$ cat src/rtl/fmws_pkg.sv
`timescale 1ns / 1ps
// ----------------------------------------------------------------------------
// fmws_pkg
// Widths, register codes, state encoding and shared types of the flow
// magnitude window statistics unit.
// ----------------------------------------------------------------------------
package fmws_pkg;

    localparam int POS_W      = 16;  // Q12.4 position
    localparam int MAG_W      = 17;  // Q.4 magnitude
    localparam int RAD_W      = 34;  // padded dx^2 + dy^2
    localparam int CNT_W      = 9;
    localparam int SUM_W      = 25;
    localparam int SQS_W      = 42;
    localparam int MEAN_W     = 17;
    localparam int VAR_W      = 34;
    localparam int WMEAN_W    = 23;
    localparam int WVAR_W     = 40;
    localparam int WMAX_W     = 23;
    localparam int WLEN_W     = 7;
    localparam int CFG_DATA_W = 34;
    localparam int CFG_IDX_W  = 1;
    localparam int NUM_W      = 52;  // variance numerator
    localparam int DEN_W      = 17;  // n*n

    localparam int MAX_POINTS      = 256;
    localparam int WINDOW_MAX_DEF  = 64;
    localparam int WLEN_RESET      = 15;
    localparam logic [VAR_W-1:0] VAR_LIMIT_RESET = 34'd51200;

    typedef enum logic [CFG_IDX_W-1:0] {
        REG_WINDOW_LEN = 1'b0,
        REG_VAR_LIMIT  = 1'b1
    } cfg_reg_t;

    typedef enum logic [3:0] {
        S_IDLE,
        S_SQUARE,
        S_ROOT,
        S_ACCUM,
        S_PRODUCT,
        S_NUMER,
        S_DIV_MEAN,
        S_DIV_VAR,
        S_JUDGE,
        S_WINDOW
    } fmws_state_t;

    typedef struct packed {
        logic clear;
        logic rd_en;
        logic wr_en;
    } ring_ctrl_t;

    typedef struct packed {
        logic [MEAN_W-1:0] mean;
        logic [VAR_W-1:0]  fvar;
        logic [MAG_W-1:0]  peak;
    } ring_entry_t;

endpackage

$ cat src/rtl/fmws_ring.sv
`timescale 1ns / 1ps
// ----------------------------------------------------------------------------
// fmws_ring
// History memory of past frame statistics with per-entry valid bits.
// ----------------------------------------------------------------------------
module fmws_ring
    import fmws_pkg::*;
#(
    parameter int DEPTH = WINDOW_MAX_DEF - 1,
    parameter int IDX_W = (DEPTH > 1) ? $clog2(DEPTH) : 1
)
(
    input  logic             clk,
    input  logic             rst_n,
    input  ring_ctrl_t       ctrl,
    input  logic [IDX_W-1:0] rd_idx,
    input  logic [IDX_W-1:0] wr_idx,
    input  ring_entry_t      wr_data,
    output ring_entry_t      rd_data
);
    ring_entry_t      mem [DEPTH];
    logic [DEPTH-1:0] valid_reg;
    ring_entry_t      rd_data_reg;

    always_ff @(posedge clk or negedge rst_n)
    begin
        if (!rst_n)
        begin
            valid_reg <= '0;
        end
        else if (ctrl.clear)
        begin
            valid_reg <= '0;
        end
        else if (ctrl.wr_en)
        begin
            valid_reg[wr_idx] <= 1'b1;
        end
    end

    always_ff @(posedge clk)
    begin
        if (ctrl.wr_en)
        begin
            mem[wr_idx] <= wr_data;
        end
        if (ctrl.rd_en)
        begin
            rd_data_reg <= valid_reg[rd_idx] ? mem[rd_idx] : '0;
        end
    end

    assign rd_data = rd_data_reg;

endmodule

$ cat config.mk
export PLATFORM = sky130hd
export DESIGN_NAME = fmws_ring
export DESIGN_NICKNAME = d
export VERILOG_FILES = /design/src/rtl/fmws_pkg.sv /design/src/rtl/fmws_ring.sv
export SDC_FILE = /design/constraint.sdc
export NUM_CORES = 2
export LEC_CHECK = 0
export BUFFER_PORTS_ARGS = -buffer_cell sky130_fd_sc_hd__buf_2
export CORE_MARGIN = 5
export CORE_UTILIZATION = 65
export DETAILED_ROUTE_END_ITERATION = 8
export MAX_ROUTING_LAYER = met4
export PLACE_DENSITY = 0.82
export SETUP_SLACK_MARGIN = 0.5
export SYNTH_ARGS = -nofsm -noshare
export SYNTH_HDL_FRONTEND = slang
export SYNTH_MEMORY_MAX_BITS = 65536
export SYNTH_SLANG_ARGS = --single-unit
export TNS_END_PERCENT = 100
$ cat constraint.sdc
create_clock -name clk -period 3.55 [get_ports clk]
set_input_delay 0.71 -clock clk [delete_from_list [all_inputs] [get_ports clk]]
set_output_delay 0.71 -clock clk [all_outputs]
set_load 0.05 [all_outputs]
==> results.ini <==
[clock_tree]
htreeDepth=5
cts.path.max_buffers=4
cts.sinks=4415
numCtsBuffers=422
cts_tree=done
cts_setup_buffers=0
clk_latency_ps=1020
clockRootBuffer=clkbuf_16
path_clk_slew_ps=60
ctsResizeCount=0

[critical_path]
critPathSlowestCell=nor4_1
crit_path_end_kind=flip-flop
path_cells=buf_8 > buf_12 > nand2b_1 > buf_12 > o22ai_1 > nor4_1 > a21oi_1 > a211oi_1
crit_fanout=63
r2r_cells=5
r2r_slack_ps=680
crit_top_cell=buf_12
crit_type=primary input to flip-flop
crit_arrival_ps=3730
start_kind=primary input
cp.required_ps=4310
slowest_delay_ps=830
r2r_end=rd_data[2]
r2r-start=valid_reg[5]

[placement]
place.gp.congestion=0.863
placed_cell_area_um2=177000
port_buffers=152
pre_cts_ws_ps=-40.4
dp.cells=11230
hpwlAfterDp_um=258000

[timing]
setup_ws_ps=578
period_share_pct=83.7
slew_violations=0
fmax_ghz=0.336
hold_viol_final=0
fin_tns_setup_ps=0
rsz0062_at_grt=no
setup_viol=0
period_needed_ps=2970
worst_pin_slew_ps=1380
slew_headroom_pct=7.41
finalClockSkew_ps=69.6

[synthesis]
yosysWarnings=0
synthMostInstantiatedCell=edfxtp_1
yosysSeqAreaShare_pct=78.4
async_flop_share_pct=1.43
netlist-cell-type-count=58
syn_nets=7802
synth_top_area_share_pct=77.5
yosys-top-cells-area=edfxtp_1 (77%), mux4_2 (12%), mux2i_1 (2.0%)
netlist.top_cell.by_area=edfxtp_1
synth_common_cells=edfxtp_1 (4352), mux4_2 (900), mux2i_1 (331)
synth_area_per_cell_um2=21.9
synth-edff-count=4352
synthesis.area_um2=169000
synthCells=7717
synth_ff_type=edfxtp_1
ys_seq_elements=4415

[grt]
track_usage_pct=41.5
grt_overflow=0
grt_pass1_vias=97121
grt_start_max_net_pins=70
antenna_found_initial=47
grt_pass1_wl_um=752000

[drt]
vias=95111
drt_iter0_drc=20392
ant_nets=0
routed_wl_um=542000
viasPerCell=7.90
drt_pass1_iterations=9
wl_per_cell_um=45.0
drc_errors=3

[layout]
largest_reg_flops=4284
area_growth_pct=13.1
layout.cells.non_filler=12044
fin_nets=8338
drive_gt1_share_pct=26.0
design_area_um2=191000
multiInputGateArea_um2=34400
seq_area_um2=132000
fill_cells=12200

[power_and_ir_drop]
p_per_area_nw_per_um2=571
leakagePower_nw=60.9
irDropWorstVdd_mv=0.522
fin_total_pwr_mw=109

[floorplan]
start_util_pct=65.1
core_um2=259000
die_width_um=519
die_h_um=519
boundaryPins=153
rows=187
die_area_um2=270000

[worst_hold_path]
hold_depth=3
min_path_type=primary input to flip-flop
hold_end=valid_reg[39]
min-delay-start=wr_idx[0]

[outcome]
violations=DRC
status=finished with violations

[flow_run]
drv_cap=0

-- final cells by class --
cell class | instances | share of cell area [%]
antenna | 66 | 0.0865
clock buffer | 514 | 5.77
clock inverter | 233 | 1.24
inverter | 3 | 0.0111
multi-input combinational | 2819 | 18.0
sequential | 4415 | 69.3
tap | 3402 | 2.23
timing repair buffer | 592 | 3.38
-- how the worst max path moves through the flow --
stage	from	to	slack (ps)	depth (start not counted)
floorplan	wr_idx[3]	mem[33][0]	-100	3
global placement	rd_idx[1]	rd_data[21]	8	8
detailed placement	rd_idx[1]	rd_data[21]	-40	8
CTS	rd_data[21]	rd_data[21]	720	1
global route	rd_idx[2]	rd_data[2]	660	8
finish	rd_idx[2]	rd_data[2]	580	8
-- cell usage in the layout, fill, tap and decap left out, types with 87 or more instances in the layout --
cell	Yosys	routed
buf_4	80	255
a21oi_1	136	136
a22oi_1	101	101
o221ai_1	99	99
buf_2	103	145
edfxtp_1	4352	4352
nand2_1	266	264
mux2i_1	331	331
nor2_1	191	127
clkinv_1	0	93
buf_12	3	188
o21ai_0	128	128
o22ai_1	87	87
mux4_2	900	900
clkbuf_16	0	427
-- metrics by stage --
| step | util, % | hold slack (ps) |
|---|---|---|
| 2_1_floorplan | - | 414 |
| 3_3_place_gp | 68.5 | 473 |
| 3_5_place_dp | 68.5 | 487 |
| 4_1_cts | 73.6 | 230 |
| 5_1_grt | 73.7 | 303 |
| 6_report | 73.7 | 276 |
-- report_power, final --
part / switching (mW) / internal, mW
combinational: 3.97 / 1.96
clock: 19.8 / 25.4
sequential: 0.234 / 57.7
total: 24.0 / 85.1
-- per-layer routing --
metal  wire [um]  GRT usage [%]  vias to the layer above
li1            -              -                    33791
met1      153000           49.2                    46886
met2      246000           59.9                    11618
met3       96800           15.4                     2816
met4       45600           28.0                        0
met5           0              -                        -
-- kinds of logic after synthesis --
logic type             Yosys count  synth area share (%)
multiplexers                  1285                  14.3
AND/OR/NAND/NOR                583                  1.47
flip-flops                    4415                  78.4
AO/OA/AOI/OAI                  951                  4.18
buffers and inverters          483                  1.63
-- timing repair --
action,CTS,global route
endpoints found under the hold margin,26,0
hold buffers,1,0
endpoints found under the setup margin,0,0
-- worst max-delay path: cells and delay by family --
family / cells / cell delay, ps
buffers and inverters: 3 / 1030
AOI/OAI and AO/OA: 3 / 710
and+or+nand+nor: 2 / 1110
No activity file was read; power rests on OpenSTA's default activity.
