$ cat config.mk
export PLATFORM = sky130hd
export DESIGN_NAME = fmws_div
export DESIGN_NICKNAME = d
export VERILOG_FILES = /design/src/rtl/fmws_pkg.sv /design/src/rtl/fmws_div.sv
export SDC_FILE = /design/constraint.sdc
export NUM_CORES = 1
export LEC_CHECK = 0
export BUFFER_PORTS_ARGS = -buffer_cell sky130_fd_sc_hd__buf_2
export CORE_MARGIN = 8
export CORE_UTILIZATION = 34
export CTS_CLUSTER_SIZE = 30
export DETAILED_ROUTE_END_ITERATION = 10
export PLACE_DENSITY = 0.57
export SKIP_CTS_REPAIR_TIMING = 1
export SLEW_MARGIN = 20
export SYNTH_ARGS = -nofsm -noshare
export SYNTH_HDL_FRONTEND = slang
export SYNTH_SLANG_ARGS = --single-unit
$ cat constraint.sdc
create_clock -name clk -period 6.2 [get_ports clk]
set_input_delay 0.31 -clock clk [delete_from_list [all_inputs] [get_ports clk]]
set_output_delay 0.31 -clock clk [all_outputs]
set_load 0.1 [all_outputs]
$ cat src/rtl/fmws_pkg.sv
`timescale 1ns / 1ps
// ----------------------------------------------------------------------------
// fmws_pkg
// Widths, register codes, state encoding and shared types of the flow
// magnitude window statistics unit.
// ----------------------------------------------------------------------------
package fmws_pkg;

    localparam int POS_W      = 16;  // Q12.4 position
    localparam int MAG_W      = 17;  // Q.4 magnitude
    localparam int RAD_W      = 34;  // padded dx^2 + dy^2
    localparam int CNT_W      = 9;
    localparam int SUM_W      = 25;
    localparam int SQS_W      = 42;
    localparam int MEAN_W     = 17;
    localparam int VAR_W      = 34;
    localparam int WMEAN_W    = 23;
    localparam int WVAR_W     = 40;
    localparam int WMAX_W     = 23;
    localparam int WLEN_W     = 7;
    localparam int CFG_DATA_W = 34;
    localparam int CFG_IDX_W  = 1;
    localparam int NUM_W      = 52;  // variance numerator
    localparam int DEN_W      = 17;  // n*n

    localparam int MAX_POINTS      = 256;
    localparam int WINDOW_MAX_DEF  = 64;
    localparam int WLEN_RESET      = 15;
    localparam logic [VAR_W-1:0] VAR_LIMIT_RESET = 34'd51200;

    typedef enum logic [CFG_IDX_W-1:0] {
        REG_WINDOW_LEN = 1'b0,
        REG_VAR_LIMIT  = 1'b1
    } cfg_reg_t;

    typedef enum logic [3:0] {
        S_IDLE,
        S_SQUARE,
        S_ROOT,
        S_ACCUM,
        S_PRODUCT,
        S_NUMER,
        S_DIV_MEAN,
        S_DIV_VAR,
        S_JUDGE,
        S_WINDOW
    } fmws_state_t;

    typedef struct packed {
        logic clear;
        logic rd_en;
        logic wr_en;
    } ring_ctrl_t;

    typedef struct packed {
        logic [MEAN_W-1:0] mean;
        logic [VAR_W-1:0]  fvar;
        logic [MAG_W-1:0]  peak;
    } ring_entry_t;

endpackage

$ cat src/rtl/fmws_div.sv
`timescale 1ns / 1ps
// ----------------------------------------------------------------------------
// fmws_div
// Restoring divider, one quotient bit per cycle.
// ----------------------------------------------------------------------------
module fmws_div
    import fmws_pkg::*;
(
    input  logic             clk,
    input  logic             rst_n,
    input  logic             start,
    input  logic [NUM_W-1:0] dividend,
    input  logic [DEN_W-1:0] divisor,
    output logic             done,
    output logic [NUM_W-1:0] quotient
);
    localparam int CW = $clog2(NUM_W + 1);

    logic [NUM_W-1:0] q_reg;
    logic [DEN_W-1:0] rem_reg;
    logic [DEN_W-1:0] den_reg;
    logic [CW-1:0]    cnt_reg;
    logic             busy_reg;
    logic             done_reg;

    logic [DEN_W:0]   trial;
    logic [DEN_W:0]   diff;
    logic             ge;

    always_comb
    begin
        trial = {rem_reg, q_reg[NUM_W-1]};
        diff  = trial - {1'b0, den_reg};
        ge    = (trial >= {1'b0, den_reg});
    end

    always_ff @(posedge clk or negedge rst_n)
    begin
        if (!rst_n)
        begin
            busy_reg <= 1'b0;
            done_reg <= 1'b0;
            cnt_reg  <= '0;
        end
        else
        begin
            done_reg <= 1'b0;
            if (start)
            begin
                busy_reg <= 1'b1;
                cnt_reg  <= '0;
            end
            else if (busy_reg)
            begin
                cnt_reg <= cnt_reg + 1'b1;
                if (cnt_reg == CW'(NUM_W - 1))
                begin
                    busy_reg <= 1'b0;
                    done_reg <= 1'b1;
                end
            end
        end
    end

    always_ff @(posedge clk)
    begin
        if (start)
        begin
            q_reg   <= dividend;
            rem_reg <= '0;
            den_reg <= divisor;
        end
        else if (busy_reg)
        begin
            rem_reg <= ge ? diff[DEN_W-1:0] : trial[DEN_W-1:0];
            q_reg   <= {q_reg[NUM_W-2:0], ge};
        end
    end

    assign done     = done_reg;
    assign quotient = q_reg;

endmodule

==> impl_results.md <==
- # IOs: 125
- Post-synthesis cell area: 4780 um2
- Drc violations: 0
- Crit-path slowest cell: a21o_1
- Share of cells above drive strength 1: 40.3%
- CP max FO: 19
- Final HPWL from detailed placement: 8.28 mm
- Via Count: 3,436
- Total grt overflow: 0
- Die H: 135 um
- Tightest Pin Transition: 859 ps
- Post-Layout Cell Count: 689
- Placed cells: 672
- Placed cell area: 5560 um2
- CTS Sinks: 94
- Leakage: 2.48 nW
- Final Max Slew Viols: 0
- Psw: 902 uW
- Sequential share of power: 37.1%
- Vias per inst: 4.99
- Worst skew pair latency: 340 ps
- Clk pwr share: 23.4%
- Switching part of the total power: 40.6%
- Hold WC Path Type: primary input to register
- Cts bufs inserted: 9
- Worst hold slack: 137 ps
- Status: finished clean
- Clock-pin slew on the worst setup and hold paths: 70 ps
- Final hold vios: 0
- Average cell area after synthesis: 12.5 um2
- Yosys reg bits: 94
- Relative slew slack: 42.7%
- Final Skew: 10.0 ps
- Vias in the first global route: 3,569
- Number of enable flip-flop cells after synthesis: 69
- CP Data Arrival Time: 3060 ps
- Critical Path End Type: register
- Synth top area cells: edfxtp_1 (43%), mux2_2 (12%), dfxtp_1 (7.1%), ha_1 (4.7%), dfrtp_1 (4.2%)
- Library cells used by synthesis: 58
- Pwr Density: 380 nW/um2
- First-pass GRT wire length: 18.3 mm
- Nets: 595
- Core Rows: 43
- Setup violators final: 0
- Commonest cells post-synth: edfxtp_1 (69), mux2_2 (52), nand2_1 (24), inv_1 (22), nor2_1 (21)
- CTS H-tree lvls: 3
- Core area: 13,800 um2
- Die width: 135 um
- Cell taking the most area after synthesis: edfxtp_1
- Dominant cell by count in the synthesized netlist: edfxtp_1
- CTS tree: built
- Required time worst endpoint: 6300 ps
- Pin count of the biggest net entering global routing: 65
- Initial DRC Count: 174
- Initial antenna violation count: 1
- Per-cell routed wire length: 16.4 um
- Logic pwr share: 39.5%
- Total track usage: 12.6%
- Final min period: 2960 ps
- Starting Density: 34.6%
- Max cap viols: 0
- Top cell type's share of synthesized area: 43.3%
- RSZ-0062 raised after global routing: no
- Root Buffer: clkbuf_16
- Most used DFF post-synth: edfxtp_1
- Final RePlAce weighted congestion: 0.811
- Async set or reset register ratio after synthesis: 8.51%
- # diodes: 0
- Design Area, Final: 5850 um2
- Yosys warnings: 0
- Final Cycle Share: 47.7%
- Internal power: 1.32 mW
- Syn Inst Count: 382
- VDD IR-drop max: 0.000167 V
- Setup TNS: 0 ps
- First-pass iteration count of the detailed router: 4
- CTS Buffer Depth: 2
- Post-DRT Antenna Nets: 0
- PortBufs: 124
- Seq/Total Area, Yosys: 54.6%
- Max reg flops: 52
- Critical-path cell list: inv_1 -> ha_1 -> inv_1 -> fa_1 -> a21o_1 -> a221oi_2 -> o211ai_1 -> a21o_1 -> mux2_2
- CP peak stage delay: 480 ps
- Startpoint Class: register
- Post-Syn Nets: 473
- Critical path type: register to register
- Area Growth Syn to Fin: 22.2%
- Final wirelength: 11.3 mm
- Die ar.: 18,100 um2
- Max Clk Rate: 338 MHz
[worst max-delay path, delay by kind of cell (launching register included)]
kind | cells | cell delay, ps
muxes | 1 | 400
DFF | 1 | 370
AOI/OAI and AO/OA | 4 | 1260
buffers and inverters | 2 | 140
adders and majority gates | 2 | 550
[routing by layer]
| layer | global-route usage (%) | share of wire, % |
|---|---|---|
| met4 | 4.12 | 1.1 |
| met2 | 19.3 | 45 |
| met3 | 6.54 | 10 |
| met5 | 0 | 0.12 |
| met1 | 14.9 | 44 |
[per-stage QoR]
stage	util, %	setup WS, ps	power, mW
CTS	42.2	3220	2.24
global placement	40.2	3300	1.70
global route	42.3	3050	2.34
finish	42.3	3240	2.22
detailed placement	40.2	3220	1.71
floorplan	-	3030	1.56
[power groups by stage]
stage,clock network (mW),logic (mW),registers [mW]
finish,0.521,0.877,0.824
global route,0.557,0.944,0.836
CTS,0.536,0.881,0.825
detailed placement,0,0.877,0.836
global placement,0,0.870,0.835
floorplan,0,0.454,1.11
[cells by family (layout without fill, tap and decap cells)]
| group | after synthesis | after routing | share of synthesized area, % |
|---|---|---|---|
| mux | 61 | 61 | 14.1 |
| fa+ha+maj | 19 | 19 | 5.13 |
| simple gates | 80 | 80 | 8.63 |
| flops | 94 | 94 | 54.6 |
| compound gates | 76 | 76 | 11.5 |
| buf+inv | 39 | 166 | 3.66 |
| xor+xnor | 13 | 13 | 2.38 |
[final cells by class]
| cell class | count | area, um2 |
|---|---|---|
| Clock inverter | 6 | 43.8 |
| Timing Repair Buffer | 128 | 656 |
| Fill cell | 1309 | 7980 |
| Inverter | 22 | 83.8 |
| Tap cell | 180 | 225 |
| Multi-Input combinational cell | 249 | 2000 |
| Clock buffer | 10 | 229 |
| Sequential cell | 94 | 2610 |
[final timing paths]
kind                                to  cells after the start         start  slack (ps)
max                        quotient[0]                      9  quotient[51]        3240
max in group asynchronous   cnt_reg[5]                      2         rst_n        5710
max reg2reg                quotient[0]                      9  quotient[51]        3240
min reg2reg                rem_reg[13]                      2   rem_reg[13]         480
min                         den_reg[6]                      1    divisor[6]         140
min in group asynchronous         done                      2         rst_n         330
[cells in the final DEF, fill, tap and decap left out, types with 5 or more instances in the layout]
cell type    n
nand4_1      8
a211oi_1     5
o21ai_0     17
nor2_1      21
mux2_2      52
a21oi_1     17
nand2_1     24
xor2_1       7
mux2i_1      9
inv_1       21
dfrtp_1      8
clkbuf_16    9
xnor2_1      6
edfxtp_1    69
ha_1        18
buf_2      123
dfxtp_1     17
a21o_1       6
Note: power is estimated with default switching activity, not from simulation.
