==> config.mk <==
export PLATFORM = sky130hd
export DESIGN_NAME = fmws_sqrt
export DESIGN_NICKNAME = d
export VERILOG_FILES = /design/src/rtl/fmws_pkg.sv /design/src/rtl/fmws_sqrt.sv
export SDC_FILE = /design/constraint.sdc
export NUM_CORES = 1
export LEC_CHECK = 0
export BUFFER_PORTS_ARGS = -buffer_cell sky130_fd_sc_hd__buf_2
export CAP_MARGIN = 20
export CORE_UTILIZATION = 35
export CTS_CLUSTER_DIAMETER = 30
export CTS_CLUSTER_SIZE = 24
export DETAILED_ROUTE_END_ITERATION = 16
export PLACE_DENSITY = 0.5
export SLEW_MARGIN = 20
export SYNTH_ARGS = -nofsm -noshare
export SYNTH_HDL_FRONTEND = slang
export SYNTH_SLANG_ARGS = --single-unit
==> constraint.sdc <==
create_clock -name clk -period 3.3 [get_ports clk]
set_input_delay 0.165 -clock clk [delete_from_list [all_inputs] [get_ports clk]]
set_output_delay 0.165 -clock clk [all_outputs]
set_load 0.005 [all_outputs]
==> src/rtl/fmws_pkg.sv <==
`timescale 1ns / 1ps
// ----------------------------------------------------------------------------
// fmws_pkg
// Widths, register codes, state encoding and shared types of the flow
// magnitude window statistics unit.
// ----------------------------------------------------------------------------
package fmws_pkg;

    localparam int POS_W      = 16;  // Q12.4 position
    localparam int MAG_W      = 17;  // Q.4 magnitude
    localparam int RAD_W      = 34;  // padded dx^2 + dy^2
    localparam int CNT_W      = 9;
    localparam int SUM_W      = 25;
    localparam int SQS_W      = 42;
    localparam int MEAN_W     = 17;
    localparam int VAR_W      = 34;
    localparam int WMEAN_W    = 23;
    localparam int WVAR_W     = 40;
    localparam int WMAX_W     = 23;
    localparam int WLEN_W     = 7;
    localparam int CFG_DATA_W = 34;
    localparam int CFG_IDX_W  = 1;
    localparam int NUM_W      = 52;  // variance numerator
    localparam int DEN_W      = 17;  // n*n

    localparam int MAX_POINTS      = 256;
    localparam int WINDOW_MAX_DEF  = 64;
    localparam int WLEN_RESET      = 15;
    localparam logic [VAR_W-1:0] VAR_LIMIT_RESET = 34'd51200;

    typedef enum logic [CFG_IDX_W-1:0] {
        REG_WINDOW_LEN = 1'b0,
        REG_VAR_LIMIT  = 1'b1
    } cfg_reg_t;

    typedef enum logic [3:0] {
        S_IDLE,
        S_SQUARE,
        S_ROOT,
        S_ACCUM,
        S_PRODUCT,
        S_NUMER,
        S_DIV_MEAN,
        S_DIV_VAR,
        S_JUDGE,
        S_WINDOW
    } fmws_state_t;

    typedef struct packed {
        logic clear;
        logic rd_en;
        logic wr_en;
    } ring_ctrl_t;

    typedef struct packed {
        logic [MEAN_W-1:0] mean;
        logic [VAR_W-1:0]  fvar;
        logic [MAG_W-1:0]  peak;
    } ring_entry_t;

endpackage

==> src/rtl/fmws_sqrt.sv <==
`timescale 1ns / 1ps
// ----------------------------------------------------------------------------
// fmws_sqrt
// Floor square root, one result bit (two radicand bits) per cycle.
// ----------------------------------------------------------------------------
module fmws_sqrt
    import fmws_pkg::*;
(
    input  logic             clk,
    input  logic             rst_n,
    input  logic             start,
    input  logic [RAD_W-1:0] rad,
    output logic             done,
    output logic [MAG_W-1:0] root
);
    localparam int CW = $clog2(MAG_W + 1);

    logic [RAD_W-1:0] rad_reg;
    logic [MAG_W+1:0] rem_reg;
    logic [MAG_W-1:0] root_reg;
    logic [CW-1:0]    cnt_reg;
    logic             busy_reg;
    logic             done_reg;

    logic [MAG_W+1:0] rem_sh;
    logic [MAG_W+1:0] trial;
    logic             ge;

    always_comb
    begin
        rem_sh = {rem_reg[MAG_W-1:0], rad_reg[RAD_W-1:RAD_W-2]};
        trial  = {1'b0, root_reg[MAG_W-2:0], 2'b01};
        ge     = (rem_sh >= trial);
    end

    always_ff @(posedge clk or negedge rst_n)
    begin
        if (!rst_n)
        begin
            busy_reg <= 1'b0;
            done_reg <= 1'b0;
            cnt_reg  <= '0;
        end
        else
        begin
            done_reg <= 1'b0;
            if (start)
            begin
                busy_reg <= 1'b1;
                cnt_reg  <= '0;
            end
            else if (busy_reg)
            begin
                cnt_reg <= cnt_reg + 1'b1;
                if (cnt_reg == CW'(MAG_W - 1))
                begin
                    busy_reg <= 1'b0;
                    done_reg <= 1'b1;
                end
            end
        end
    end

    always_ff @(posedge clk)
    begin
        if (start)
        begin
            rad_reg  <= rad;
            rem_reg  <= '0;
            root_reg <= '0;
        end
        else if (busy_reg)
        begin
            rad_reg  <= {rad_reg[RAD_W-3:0], 2'b00};
            rem_reg  <= ge ? (rem_sh - trial) : rem_sh;
            root_reg <= {root_reg[MAG_W-2:0], ge};
        end
    end

    assign done = done_reg;
    assign root = root_reg;

endmodule

==> metrics.cfg <==
[floorplan]
start_util_pct = 36.4
dieWidth_um = 111
die_y_um = 111
core_area_um2 = 11500
dieArea_um2 = 12400
ios = 55
num_rows = 39

[timing]
min_period_over_period_pct = 86.7
fin_tns_setup_ns = 0
tightestPinTransition_ns = 0.813
finalHoldViolations = 0
setup_viol = 0
slew_headroom_pct = 45.8
timing.final.ws_setup_ns = 0.437
skew_ns = 0.00784
finalMaxSlewViolations = 0
post-route-min-period_ns = 2.86
rsz0062_at_grt = no
max_freq_mhz = 349

[yosys]
synth_cells = 404
synth_warnings = 0
synthDominantCellAreaShare_pct = 24.4
ys_seq_area_share_pct = 44.8
synth_edf_count = 34
synth.area.top_cells = edfxtp_1 (24%), dfxtp_1 (16%), mux2_2 (8.9%)
synth_seq_cells = 75
syn-num-nets = 461
async_flop_share_pct = 9.33
avgSynthCellArea_um2 = 10.4
synth-main-ff-cell = edfxtp_1
synth_top_area_cell = edfxtp_1
syn_area_um2 = 4190
synth_cell_types = 54

[power_and_ir_drop]
ir_drop_v = 0.000378
p_leak_nw = 2.12
p_int_mw = 2.48
power_frac_seq_pct = 30.5
p_sw_mw = 1.51
swShare_pct = 37.8
pwr-share-comb_pct = 46.8
p_per_area_nw_per_um2 = 822
share_clk_of_total_power_pct = 22.6

[setup_path]
slowest_stage = a31oi_4
path_cells = inv_1, ha_1, a211oi_2, o21bai_1, a221o_1, a31oi_4, buf_4, mux2i_1, a211oi_1
startpoint_type = register
r2r-start = root[10]
arrival_ns = 3.06
cp_top_family = compound AO/OA/AOI/OAI gates
crit_fanout = 18
critPathMaxStageDelay_ns = 0.50
cp-startpoint = root[10]
cp.required_ns = 3.50
critPathKind = reg2reg
crit_buf_inv = 2
crit_path_end_kind = register

[final_layout]
area_growth_pct = 15.9
nets = 510
n_antenna_cell = 0
largest_register_ffs = 34
final_util_pct = 42.1
stdcell_area_um2 = 4850
drive_above_1_share_pct = 24.7

[run]
cap_violations = 0

[global_route]
grt_pass1_wl_mm = 15.2
grt_pass1_vias = 2962
antenna_found_initial = 0
grt_max_degree = 37
globalRouteTotalUtil_pct = 15.6
grt_remaining_overflow = 0

[clocking]
cts.sinks = 75
cts_tree = yes
root_buffer = clkbuf_16
htree_levels = 3
cts_buffer_depth = 2
post_cts_buffers = 0
clock_latency_ns = 0.33
path_clk_slew_ns = 0.06
cts_inserted_buffers = 9

[min_path]
hp-start = rad[0]
hold_class = in2reg

[route]
avgRoutedWirePerCell_um = 15.3
drt_iter0_drc = 192
dr.pass1.iters = 4
wl_mm = 9.22
drc = 0
antenna_left = 0
via_count = 3097
viasPerCell = 5.15

[place]
place_area_um2 = 4570
place_ws_ns = 0.445
portBuffers = 54
dp_hpwl_mm = 6.64
place_congestion = 0.805

[run_status]
status = complete, no violations

synthesized netlist by cell type, types with 2 or more instances:
library cell  number
ha_1              20
nor2_1            51
nand2b_1           5
o31a_1             2
a21oi_1           13
a21o_1             4
nor2b_1            4
buf_1              9
edfxtp_1          34
buf_6              2
nand4_1            6
nand3b_1           3
nor3b_1            3
xnor2_1            5
a311oi_1           6
a211o_1            5
o21ai_0            8
nor3_1             5
a211oi_1          13
and2_1             3
o211ai_1           4
nor4_1             4
buf_2              3
xor2_1             8
nand2_1           18
mux2i_1           26
o2111ai_1          2
dfxtp_1           34
a221oi_1           2
clkbuf_1           8
inv_1             26
nand3_1            3
o21a_1             4
mux2_2            33
a2111oi_0          2
o31ai_1            2
dfrtp_1            7
per-stage QoR:
stage	cells	power (mW)	hold WS, ns
final	601	3.99	0.117
after global routing	601	4.29	0.121
after CTS	601	4.02	0.105
after detailed placement	584	3.09	0.0193
after global placement	584	3.09	0.0144
after floorplan	404	2.71	-0.131
worst reg2reg max path, delay by kind of cell, from the launching register on:
family | cells | cell delay, ns
compound gates | 5 | 1.37
fa+ha+maj | 1 | 0.40
flops | 1 | 0.37
buf+inv | 2 | 0.36
mux | 1 | 0.23
layout by cell type (no fill, tap or decap), types with 13 or more instances in the layout:
cell type / instances
nand2_1: 18
buf_2: 54
mux2_2: 33
a211oi_1: 13
a21oi_1: 13
edfxtp_1: 34
nor2_1: 51
inv_1: 26
mux2i_1: 26
ha_1: 20
dfxtp_1: 34
path summary, 6_finish.rpt:
check | cells after the start | slack [ns] | end
worst max-delay path | 9 | 0.44 | rem_reg[7]
worst min-delay path | 2 | 0.12 | rad_reg[0]
worst max register to register | 9 | 0.44 | rem_reg[7]
worst min register to register | 2 | 0.49 | root[16]
max in group asynchronous | 2 | 2.92 | busy_reg
min in group asynchronous | 2 | 0.19 | cnt_reg[3]
layer usage:
metal	vias up	GRT usage [%]	routed length [um]
met5	-	0	0
met4	0	7.84	142
met3	11	2.56	375
met2	64	21.9	3940
met1	1449	23.0	4770
li1	1573	-	-
power by group through the flow:
stage          clock, mW  sequential, mW  combinational, mW
2_1_floorplan          0            1.20               1.51
3_5_place_dp           0            1.24               1.86
3_3_place_gp           0            1.24               1.86
5_1_grt            0.972            1.23               2.09
4_1_cts            0.933            1.22               1.87
6_report           0.903            1.22               1.87
cell type report:
type	instances	area, um2
sequential	75	1880
tap	143	179
inverter	26	97.6
clock buffer	10	229
multi-input combinational	280	2100
timing repair buffer	61	325
fill	1146	6660
clock inverter	6	40.0
kinds of logic (layout without fill, tap and decap cells):
kind of cell / after synthesis / count (layout) / share of synthesized area (%)
AOI/OAI and AO/OA: 76 / 76 / 13.6
xor gates and xnor gates: 13 / 13 / 2.72
adders and majority gates: 20 / 20 / 5.98
buffers and inverters: 49 / 103 / 4.93
DFF: 75 / 75 / 44.8
muxes: 59 / 59 / 15.1
and+or+nand+nor: 112 / 112 / 12.9
timing repair:
item                      CTS  global route
hold endpoints to repair    7             0
resized for setup           0             0
hold buffers                1             0
No activity file was read; power rests on OpenSTA's default activity.
